==> src/rtl/core/qspi_pkg.sv <==
// ----------------------------------------------------------------------------
// qspi_pkg
// shared types, constants and register indexes of the quadrature servo
// pi controller
// ----------------------------------------------------------------------------
package qspi_pkg;

  localparam int POSITION_BITS_DEF  = 24;
  localparam int GAIN_FRAC_BITS_DEF = 12;

  localparam int CFG_IDX_W  = 3;
  localparam int CFG_DATA_W = 16;

  localparam int MUL_A_W = 32;
  localparam int MUL_B_W = 17;
  localparam int PROD_W  = MUL_A_W + MUL_B_W;

  localparam int ANGLE_W = 32;
  localparam int INTEG_W = 40;

  localparam logic [15:0] SAMPLE_PERIOD_RST = 16'd35;
  localparam logic [15:0] GAIN_CUR_RST      = 16'd57643;
  localparam logic [15:0] GAIN_PREV_RST     = 16'd57574;
  localparam logic [15:0] DEG_PER_CNT_RST   = 16'd17241;
  localparam logic [7:0]  PWM_MAX_RST       = 8'd255;

  typedef enum logic [CFG_IDX_W-1:0] {
    CFG_SAMPLE_PERIOD = 3'd0,
    CFG_GAIN_CURRENT  = 3'd1,
    CFG_GAIN_PREVIOUS = 3'd2,
    CFG_DEG_PER_COUNT = 3'd3,
    CFG_PWM_MAX       = 3'd4
  } cfg_idx_t;

  typedef enum logic [2:0] {
    ST_IDLE,
    ST_MUL_ANG,
    ST_ERR,
    ST_MUL_CUR,
    ST_MUL_PREV,
    ST_ACC
  } ctrl_state_t;

  typedef enum logic [1:0] {
    MSEL_ANG,
    MSEL_CUR,
    MSEL_PREV
  } mul_sel_t;

  typedef struct packed {
    logic     in_ready;
    logic     mul_en;
    mul_sel_t mul_sel;
    logic     angle_we;
    logic     acc_we;
    logic     finish;
  } qspi_ctl_t;

endpackage

==> src/rtl/core/quadrature_servo_pi_controller_unit.sv <==
// ----------------------------------------------------------------------------
// quadrature_servo_pi_controller_unit
// quadrature encoder position counter with incremental pi position loop
// ----------------------------------------------------------------------------
// usage
//   in_*  : one item per encoder sample (levels a/b, ms tick, reference)
//   out_* : one item per control update (direction, pwm duty, angle q8)
//   cfg_* : register writes, to be issued only while no update is running
// an item that does not close a sample period leaves the unit idle, and
// the next item can follow in the next cycle
// an item that closes a sample period runs an update over the shared
// multiplier: three products and two add steps in the states mul_ang, err,
// mul_cur, mul_prev and acc, and in_ready is low from the accept until the
// acc step ends; that step waits while the output register is still held
// the result waits in an output register; items that cause no result are
// still taken while it waits, an update stalls in its last step until the
// output register is free
// reset clears the count, timer, previous error and integrator and loads the
// register defaults
// ----------------------------------------------------------------------------
module quadrature_servo_pi_controller_unit
  import qspi_pkg::*;
#(
  parameter int POSITION_BITS  = POSITION_BITS_DEF,
  parameter int GAIN_FRAC_BITS = GAIN_FRAC_BITS_DEF
) (
  input  logic                         clk,
  input  logic                         rst_n,
  input  logic                         in_valid,
  output logic                         in_ready,
  input  logic                         in_enc_a,
  input  logic                         in_enc_b,
  input  logic                         in_ms_tick,
  input  logic [7:0]                   in_reference_deg,
  output logic                         out_valid,
  input  logic                         out_ready,
  output logic                         out_drive_forward,
  output logic [7:0]                   out_pwm_duty,
  output logic signed [ANGLE_W-1:0]    out_angle_q8,
  input  logic                         cfg_we,
  input  logic [CFG_IDX_W-1:0]         cfg_index,
  input  logic [CFG_DATA_W-1:0]        cfg_wdata
);

  localparam int ACC_W = PROD_W + 1;
  localparam int ISUM_W = ACC_W + 1;
  localparam logic signed [ACC_W-1:0] RND = ACC_W'(1) <<< (GAIN_FRAC_BITS - 1);

  logic [15:0] period_r;
  logic [15:0] gain_cur_r;
  logic [15:0] gain_prev_r;
  logic [15:0] deg_per_cnt_r;
  logic [7:0]  pwm_max_r;

  qspi_ctl_t                        ctl;
  logic                             in_acc;
  logic                             update;
  logic                             out_free;
  logic signed [POSITION_BITS-1:0]  count;
  logic [7:0]                       ref_r;

  logic signed [MUL_A_W-1:0]        op_a;
  logic signed [MUL_B_W-1:0]        op_b;
  logic signed [PROD_W-1:0]         prod;
  logic signed [PROD_W-1:0]         acc_r;

  logic signed [PROD_W-1:0]         ang_sum;
  logic signed [PROD_W-1:0]         ang_shr;
  logic signed [ANGLE_W-1:0]        angle_v;
  logic signed [ANGLE_W:0]          err_diff;
  logic signed [ANGLE_W-1:0]        err_v;
  logic signed [ANGLE_W-1:0]        angle_r;
  logic signed [ANGLE_W-1:0]        err_r;
  logic signed [ANGLE_W-1:0]        prev_err_r;

  logic signed [ACC_W-1:0]          dsum;
  logic signed [ACC_W-1:0]          delta;
  logic signed [ISUM_W-1:0]         isum;
  logic signed [INTEG_W-1:0]        integ_v;
  logic signed [INTEG_W-1:0]        integ_r;
  logic signed [INTEG_W:0]          mag;
  logic [INTEG_W-8:0]               duty_full;
  logic [7:0]                       duty_v;

  logic                             out_valid_r;
  logic                             drive_r;
  logic [7:0]                       duty_r;
  logic signed [ANGLE_W-1:0]        angle_out_r;

  always_ff @(posedge clk) begin
    if (!rst_n) begin
      period_r      <= SAMPLE_PERIOD_RST;
      gain_cur_r    <= GAIN_CUR_RST;
      gain_prev_r   <= GAIN_PREV_RST;
      deg_per_cnt_r <= DEG_PER_CNT_RST;
      pwm_max_r     <= PWM_MAX_RST;
    end else if (cfg_we) begin
      unique case (cfg_index)
        CFG_SAMPLE_PERIOD: period_r      <= cfg_wdata;
        CFG_GAIN_CURRENT:  gain_cur_r    <= cfg_wdata;
        CFG_GAIN_PREVIOUS: gain_prev_r   <= cfg_wdata;
        CFG_DEG_PER_COUNT: deg_per_cnt_r <= cfg_wdata;
        CFG_PWM_MAX:       pwm_max_r     <= cfg_wdata[7:0];
        default:           ;
      endcase
    end
  end

  assign in_ready = ctl.in_ready;
  assign in_acc   = in_valid && ctl.in_ready;
  assign out_free = !out_valid_r || out_ready;

  qspi_enc #(
    .POSITION_BITS(POSITION_BITS)
  ) u_enc (
    .clk          (clk),
    .rst_n        (rst_n),
    .step         (in_acc),
    .enc_a        (in_enc_a),
    .enc_b        (in_enc_b),
    .ms_tick      (in_ms_tick),
    .sample_period(period_r),
    .update       (update),
    .count_r      (count)
  );

  qspi_fsm u_fsm (
    .clk     (clk),
    .rst_n   (rst_n),
    .in_valid(in_valid),
    .update  (update),
    .out_free(out_free),
    .ctl     (ctl)
  );

  always_ff @(posedge clk) begin
    if (in_acc) begin
      ref_r <= in_reference_deg;
    end
  end

  // operand select for the shared multiplier
  always_comb begin
    unique case (ctl.mul_sel)
      MSEL_CUR: begin
        op_a = err_r;
        op_b = signed'({1'b0, gain_cur_r});
      end
      MSEL_PREV: begin
        op_a = prev_err_r;
        op_b = signed'({1'b0, gain_prev_r});
      end
      default: begin
        op_a = MUL_A_W'(count);
        op_b = signed'({1'b0, deg_per_cnt_r});
      end
    endcase
  end

  qspi_mul u_mul (
    .clk   (clk),
    .en    (ctl.mul_en),
    .op_a  (op_a),
    .op_b  (op_b),
    .prod_r(prod)
  );

  // angle and error
  always_comb begin
    ang_sum = prod + PROD_W'(128);
    ang_shr = ang_sum >>> 8;
    if (!ang_shr[PROD_W-1] && (|ang_shr[PROD_W-2:ANGLE_W-1])) begin
      angle_v = {1'b0, {(ANGLE_W-1){1'b1}}};
    end else if (ang_shr[PROD_W-1] && !(&ang_shr[PROD_W-2:ANGLE_W-1])) begin
      angle_v = {1'b1, {(ANGLE_W-1){1'b0}}};
    end else begin
      angle_v = ang_shr[ANGLE_W-1:0];
    end
    err_diff = (ANGLE_W+1)'(signed'({1'b0, ref_r, 8'h00})) - (ANGLE_W+1)'(angle_v);
    if (err_diff[ANGLE_W] != err_diff[ANGLE_W-1]) begin
      err_v = err_diff[ANGLE_W] ? {1'b1, {(ANGLE_W-1){1'b0}}} : {1'b0, {(ANGLE_W-1){1'b1}}};
    end else begin
      err_v = err_diff[ANGLE_W-1:0];
    end
  end

  always_ff @(posedge clk) begin
    if (ctl.angle_we) begin
      angle_r <= angle_v;
      err_r   <= err_v;
    end
    if (ctl.acc_we) begin
      acc_r <= prod;
    end
  end

  // integrator step
  always_comb begin
    dsum  = ACC_W'(acc_r) - ACC_W'(prod) + RND;
    delta = dsum >>> GAIN_FRAC_BITS;
    isum  = ISUM_W'(integ_r) + ISUM_W'(delta);
    if (!isum[ISUM_W-1] && (|isum[ISUM_W-2:INTEG_W-1])) begin
      integ_v = {1'b0, {(INTEG_W-1){1'b1}}};
    end else if (isum[ISUM_W-1] && !(&isum[ISUM_W-2:INTEG_W-1])) begin
      integ_v = {1'b1, {(INTEG_W-1){1'b0}}};
    end else begin
      integ_v = isum[INTEG_W-1:0];
    end
    mag       = integ_v[INTEG_W-1] ? -(INTEG_W+1)'(integ_v) : (INTEG_W+1)'(integ_v);
    duty_full = mag[INTEG_W:8];
    duty_v    = (duty_full > (INTEG_W-7)'(pwm_max_r)) ? pwm_max_r : duty_full[7:0];
  end

  always_ff @(posedge clk) begin
    if (!rst_n) begin
      integ_r    <= '0;
      prev_err_r <= '0;
    end else if (ctl.finish) begin
      integ_r    <= integ_v;
      prev_err_r <= err_r;
    end
  end

  always_ff @(posedge clk) begin
    if (!rst_n) begin
      out_valid_r <= 1'b0;
    end else if (ctl.finish) begin
      out_valid_r <= 1'b1;
    end else if (out_ready) begin
      out_valid_r <= 1'b0;
    end
  end

  always_ff @(posedge clk) begin
    if (ctl.finish) begin
      drive_r     <= !integ_v[INTEG_W-1] && (|integ_v);
      duty_r      <= duty_v;
      angle_out_r <= angle_r;
    end
  end

  assign out_valid         = out_valid_r;
  assign out_drive_forward = drive_r;
  assign out_pwm_duty      = duty_r;
  assign out_angle_q8      = angle_out_r;

endmodule

==> src/rtl/core/qspi_enc.sv <==
// ----------------------------------------------------------------------------
// qspi_enc
// x4 quadrature position counter and millisecond sample period timer
// ----------------------------------------------------------------------------
module qspi_enc
  import qspi_pkg::*;
#(
  parameter int POSITION_BITS = POSITION_BITS_DEF
) (
  input  logic                            clk,
  input  logic                            rst_n,
  input  logic                            step,
  input  logic                            enc_a,
  input  logic                            enc_b,
  input  logic                            ms_tick,
  input  logic [15:0]                     sample_period,
  output logic                            update,
  output logic signed [POSITION_BITS-1:0] count_r
);

  localparam logic signed [POSITION_BITS-1:0] CNT_MAX = {1'b0, {(POSITION_BITS-1){1'b1}}};
  localparam logic signed [POSITION_BITS-1:0] CNT_MIN = {1'b1, {(POSITION_BITS-1){1'b0}}};

  logic [1:0]                     levels_r;
  logic [1:0]                     levels;
  logic [1:0]                     changed;
  logic [15:0]                    ms_r;
  logic [15:0]                    ms_inc;
  logic                           cnt_up;
  logic                           cnt_dn;
  logic signed [POSITION_BITS-1:0] count_nxt;

  assign levels  = {enc_a, enc_b};
  assign changed = levels ^ levels_r;

  always_comb begin
    cnt_up = 1'b0;
    cnt_dn = 1'b0;
    unique case (changed)
      2'b10: begin
        cnt_up = (enc_a != enc_b);
        cnt_dn = (enc_a == enc_b);
      end
      2'b01: begin
        cnt_up = (enc_a == enc_b);
        cnt_dn = (enc_a != enc_b);
      end
      default: ;
    endcase
    count_nxt = count_r;
    if (cnt_up && count_r != CNT_MAX) begin
      count_nxt = count_r + POSITION_BITS'(1);
    end else if (cnt_dn && count_r != CNT_MIN) begin
      count_nxt = count_r - POSITION_BITS'(1);
    end
  end

  assign ms_inc = (ms_tick && ms_r != 16'hFFFF) ? ms_r + 16'd1 : ms_r;
  assign update = (ms_inc >= sample_period);

  always_ff @(posedge clk) begin
    if (!rst_n) begin
      levels_r <= 2'b00;
      count_r  <= '0;
      ms_r     <= 16'd0;
    end else if (step) begin
      levels_r <= levels;
      count_r  <= count_nxt;
      ms_r     <= update ? 16'd0 : ms_inc;
    end
  end

endmodule

==> src/rtl/core/qspi_mul.sv <==
// ----------------------------------------------------------------------------
// qspi_mul
// shared signed multiplier with registered product
// ----------------------------------------------------------------------------
module qspi_mul
  import qspi_pkg::*;
(
  input  logic                     clk,
  input  logic                     en,
  input  logic signed [MUL_A_W-1:0] op_a,
  input  logic signed [MUL_B_W-1:0] op_b,
  output logic signed [PROD_W-1:0]  prod_r
);

  always_ff @(posedge clk) begin
    if (en) begin
      prod_r <= PROD_W'(op_a) * PROD_W'(op_b);
    end
  end

endmodule

==> src/rtl/core/qspi_fsm.sv <==
// ----------------------------------------------------------------------------
// qspi_fsm
// sequencer of one control update over the shared multiplier
// ----------------------------------------------------------------------------
module qspi_fsm
  import qspi_pkg::*;
(
  input  logic      clk,
  input  logic      rst_n,
  input  logic      in_valid,
  input  logic      update,
  input  logic      out_free,
  output qspi_ctl_t ctl
);

  ctrl_state_t state_r;
  ctrl_state_t state_nxt;

  always_comb begin
    state_nxt = state_r;
    unique case (state_r)
      ST_IDLE:     if (in_valid && update) state_nxt = ST_MUL_ANG;
      ST_MUL_ANG:  state_nxt = ST_ERR;
      ST_ERR:      state_nxt = ST_MUL_CUR;
      ST_MUL_CUR:  state_nxt = ST_MUL_PREV;
      ST_MUL_PREV: state_nxt = ST_ACC;
      ST_ACC:      if (out_free) state_nxt = ST_IDLE;
      default:     state_nxt = ST_IDLE;
    endcase
  end

  always_comb begin
    ctl          = '0;
    ctl.mul_sel  = MSEL_ANG;
    unique case (state_r)
      ST_IDLE:     ctl.in_ready = 1'b1;
      ST_MUL_ANG: begin
        ctl.mul_en  = 1'b1;
        ctl.mul_sel = MSEL_ANG;
      end
      ST_ERR:      ctl.angle_we = 1'b1;
      ST_MUL_CUR: begin
        ctl.mul_en  = 1'b1;
        ctl.mul_sel = MSEL_CUR;
      end
      ST_MUL_PREV: begin
        ctl.mul_en  = 1'b1;
        ctl.mul_sel = MSEL_PREV;
        ctl.acc_we  = 1'b1;
      end
      ST_ACC:      ctl.finish = out_free;
      default:     ;
    endcase
  end

  always_ff @(posedge clk) begin
    if (!rst_n) begin
      state_r <= ST_IDLE;
    end else begin
      state_r <= state_nxt;
    end
  end

endmodule

==> config.mk <==
export PLATFORM = sky130hd
export DESIGN_NAME = quadrature_servo_pi_controller_unit
export DESIGN_NICKNAME = d
export VERILOG_FILES = /design/src/rtl/core/qspi_pkg.sv /design/src/rtl/core/quadrature_servo_pi_controller_unit.sv /design/src/rtl/core/qspi_enc.sv /design/src/rtl/core/qspi_mul.sv /design/src/rtl/core/qspi_fsm.sv
export SDC_FILE = /design/constraint.sdc
export NUM_CORES = 2
export LEC_CHECK = 0
export CORE_MARGIN = 10
export CORE_UTILIZATION = 60
export DETAILED_ROUTE_END_ITERATION = 8
export DONT_BUFFER_PORTS = 1
export HOLD_SLACK_MARGIN = 0.08
export PLACE_DENSITY = 0.76
export SETUP_SLACK_MARGIN = 0.5
export SYNTH_ARGS = -nofsm -noshare
export SYNTH_HDL_FRONTEND = slang
export SYNTH_SLANG_ARGS = --single-unit
==> constraint.sdc <==
create_clock -name clk -period 28.3 [get_ports clk]
set_clock_uncertainty 0.15 [all_clocks]
set_input_delay 7.075 -clock clk [delete_from_list [all_inputs] [get_ports clk]]
set_output_delay 7.075 -clock clk [all_outputs]
set_load 0.05 [all_outputs]
==> reports/results.ini <==
[global_routing]
antenna_found_initial=2
grt_overflow_total=0
grt_max_degree=186
grt_pass1_vias=34302
track_usage_pct=28.3
grt_pass1_wl_mm=187

[clocking]
cts.clk_slew.worst_paths_ns=0.06
cts_tree=built
cts.sinks=401
hold_buffers=0
cts-root-buf=clkbuf_16
htreeDepth=2
cts_buffers=47
cts_buffer_depth=3
cts_resized=0
clk-insertion-delay-late_ns=0.65
cts_setup_buffers=0

[power]
p_int_mw=2.01
switching_share_pct=46.2
p_total_mw=3.74
irDropWorstVdd_uv=117
power_frac_seq_pct=19.5
power_frac_clock_pct=17.0
powerDensity_nw_per_um2=82.5
power_frac_comb_pct=63.6
switchingPower_mw=1.72
p_leak_nw=19.8

[placed_design]
dp_hpwl_mm=89.0
routabilityCongestion=0.960
port_buffers=0
dp.cells=5619
place_area_um2=43700
preCtsSetupSlack_ns=16.56

[detailed_routing]
post_drt_wl_per_cell_um=20.4
wirelength_mm=117
drc_errors=0
firstDrtPassIters=5
drt-initial-drc-count=2686
via_per_inst=6.01
antenna_left=0
num_vias=34276

[timing]
slew_headroom_pct=16.2
fin_crit_sh_pct=39.3
clock.fmax_mhz=89.9
timing.setup.tns_ns=0
rsz0062_at_grt=no
setup-violations-final=0
max_slew.worst_pin.slew_ns=1.25
timing.hold.ws_ns=0.267
hold_viol=0
worst_slack_ns=17.18
finalCriticalPeriod_ns=11.12
final_max_slew_viol_count=0

[finish]
drive_above_1_share_pct=4.25
finalNonFillerCells=5707
fin_area_um2=45300
antenna_cells=0
fin_util_pct=63.6
syn_to_final_growth_pct=5.45
fin_nets=5554

[critical_path]
path_cells=xor2_1 > a211oi_1 > inv_1 > fa_1 > a21o_1 > a21oi_1 > o21bai_1 > a21oi_1 > o21bai_1 > a21oi_1 > nor2b_1 > o21a_1 > o211ai_1 > nand3_1 > a31oi_1 > o21bai_1 > a311o_1
slowest_delay_ns=0.59
reg2regPathDepth=41
required_ns=28.64
cp_slowest_cell=inv_1
startpoint_type=primary input
cp-end-kind=register
crit_fanout=24
cp_data_arrival_time_ns=11.47
critical_path_class=primary input to register

[outcome]
status=finished clean

[floorplanning]
initial_core_util_pct=60.3
io_pins=78
design.die.area_um2=82700
num_rows=98
die_h_um=288
core_area_um2=71200
die_w_um=288

[synthesis]
ys_seq_area_share_pct=23.6
synth_nets=5679
postSynthAreaPerCell_um2=8.87
async_flop_share_pct=0
synth_area_um2=42900
netlist_instances=4843
yosysWarnings=0
synth_edf_count=211
ys_ff_latch=401
synth_cell_types=104
yosys_most_used_dff=edfxtp_1

[run]
maxCapViolations=0

[worst_hold_path]
whs_path_depth=0
hp-class=register to register

## path summary, 6_finish.rpt
| kind | startpoint | to | slack, ns |
|---|---|---|---|
| min | u_mul.prod_r[2]$_DFFE_PP_ | acc_r[2]$_DFFE_PN_ | 0.27 |
| min reg2reg | u_mul.prod_r[2]$_DFFE_PP_ | acc_r[2]$_DFFE_PN_ | 0.27 |
| max reg2reg | u_mul.prod_r[9]$_DFFE_PP_ | out_pwm_duty[2]$_DFFE_PP_ | 17.72 |
| max | in_enc_b | u_enc.count_r[20]$_SDFFE_PN0P_ | 17.18 |
## Yosys cell counts (23+ instances only)
cell      count  share of area (%)
o21a_1       38               0.66
a21boi_0     91                1.6
nand3_1      97                1.1
nor2_1      412                3.6
nand2_1     692                6.0
o21bai_1     25               0.44
o21ai_0     170                2.0
nor2b_1      33               0.48
mux2i_1      48                1.1
nand4_1      52               0.76
edfxtp_1    211                 15
nor3_1       66               0.77
inv_1       671                5.9
ha_1        310                9.0
a31oi_1      23               0.34
a21o_1      102                1.8
nand2b_1     29               0.42
dfxtp_1     190                8.9
and2_1       34               0.50
o211ai_1     34               0.59
clkbuf_1    187                1.6
xor2_1       67                1.4
and3_1       46               0.67
xnor2_1     145                3.0
a21oi_1     228                2.7
fa_1        491                 23
## critical path: cells and delay by family
family | cells | cell delay, ns
buf+inv | 1 | 0.59
compound gates | 12 | 2.87
simple gates | 2 | 0.21
xor+xnor | 1 | 0.14
fa+ha+maj | 1 | 0.58
## power by group through the flow
stage / Sequential [mW] / Combinational, mW / Clock, mW
finish: 0.728 / 2.38 / 0.633
floorplan: 0.731 / 1.77 / 0
global route: 0.729 / 2.67 / 0.661
CTS: 0.727 / 2.35 / 0.642
detailed placement: 0.740 / 2.34 / 0
global placement: 0.739 / 2.28 / 0
## registers in the layout (all words and copies together), names as in the netlist, 24 cells and up
| register | cells |
|---|---|
| acc_r | 49 |
| angle_r | 32 |
| err_r | 32 |
| integ_r | 40 |
| out_angle_q8 | 32 |
| prev_err_r | 32 |
| u_enc.count_r | 24 |
| u_mul.prod_r | 49 |
## final cells by class
cell class	count	area [µm²]
Tap cell	950	1190
Sequential cell	401	10100
Multi-Input combinational cell	3550	29500
Clock inverter	30	369
Fill cell	5823	26000
Timing Repair Buffer	46	345
Clock buffer	58	1240
Inverter	672	2520
## logic make-up (layout without fill, tap and decap cells)
logic type / Yosys count / count (layout) / synth area share (%)
xor gates and xnor gates: 213 / 213 / 4.39
adders and majority gates: 820 / 820 / 32.4
and+or+nand+nor: 1560 / 1560 / 16.2
DFF: 401 / 401 / 23.6
buffers and inverters: 892 / 806 / 7.92
AOI/OAI and AO/OA: 898 / 898 / 14.0
muxes: 59 / 59 / 1.47
## cells in the final DEF (no fill, tap or decap), types with 38 or more instances in the layout
master,n
nand2_1,692
dfxtp_1,190
and3_1,44
ha_1,310
xnor2_1,145
edfxtp_1,211
fa_1,491
clkbuf_16,47
nand4_1,52
a21oi_1,222
nor2_1,411
xor2_1,67
a21boi_0,91
a21o_1,101
nor3_1,65
mux2i_1,48
buf_4,46
o21ai_0,170
inv_1,670
o21a_1,38
nand3_1,96
## routing by layer
metal,track usage (%),part of all wire (%),wire (µm),vias to the layer above
li1,-,-,-,15772
met3,5.67,9.2,10700,295
met2,45.2,46,53200,1497
met5,0,0.011,13,-
met1,37.1,41,47300,16710
met4,11.9,4.6,5400,2
(Power assumes the default switching activity.)
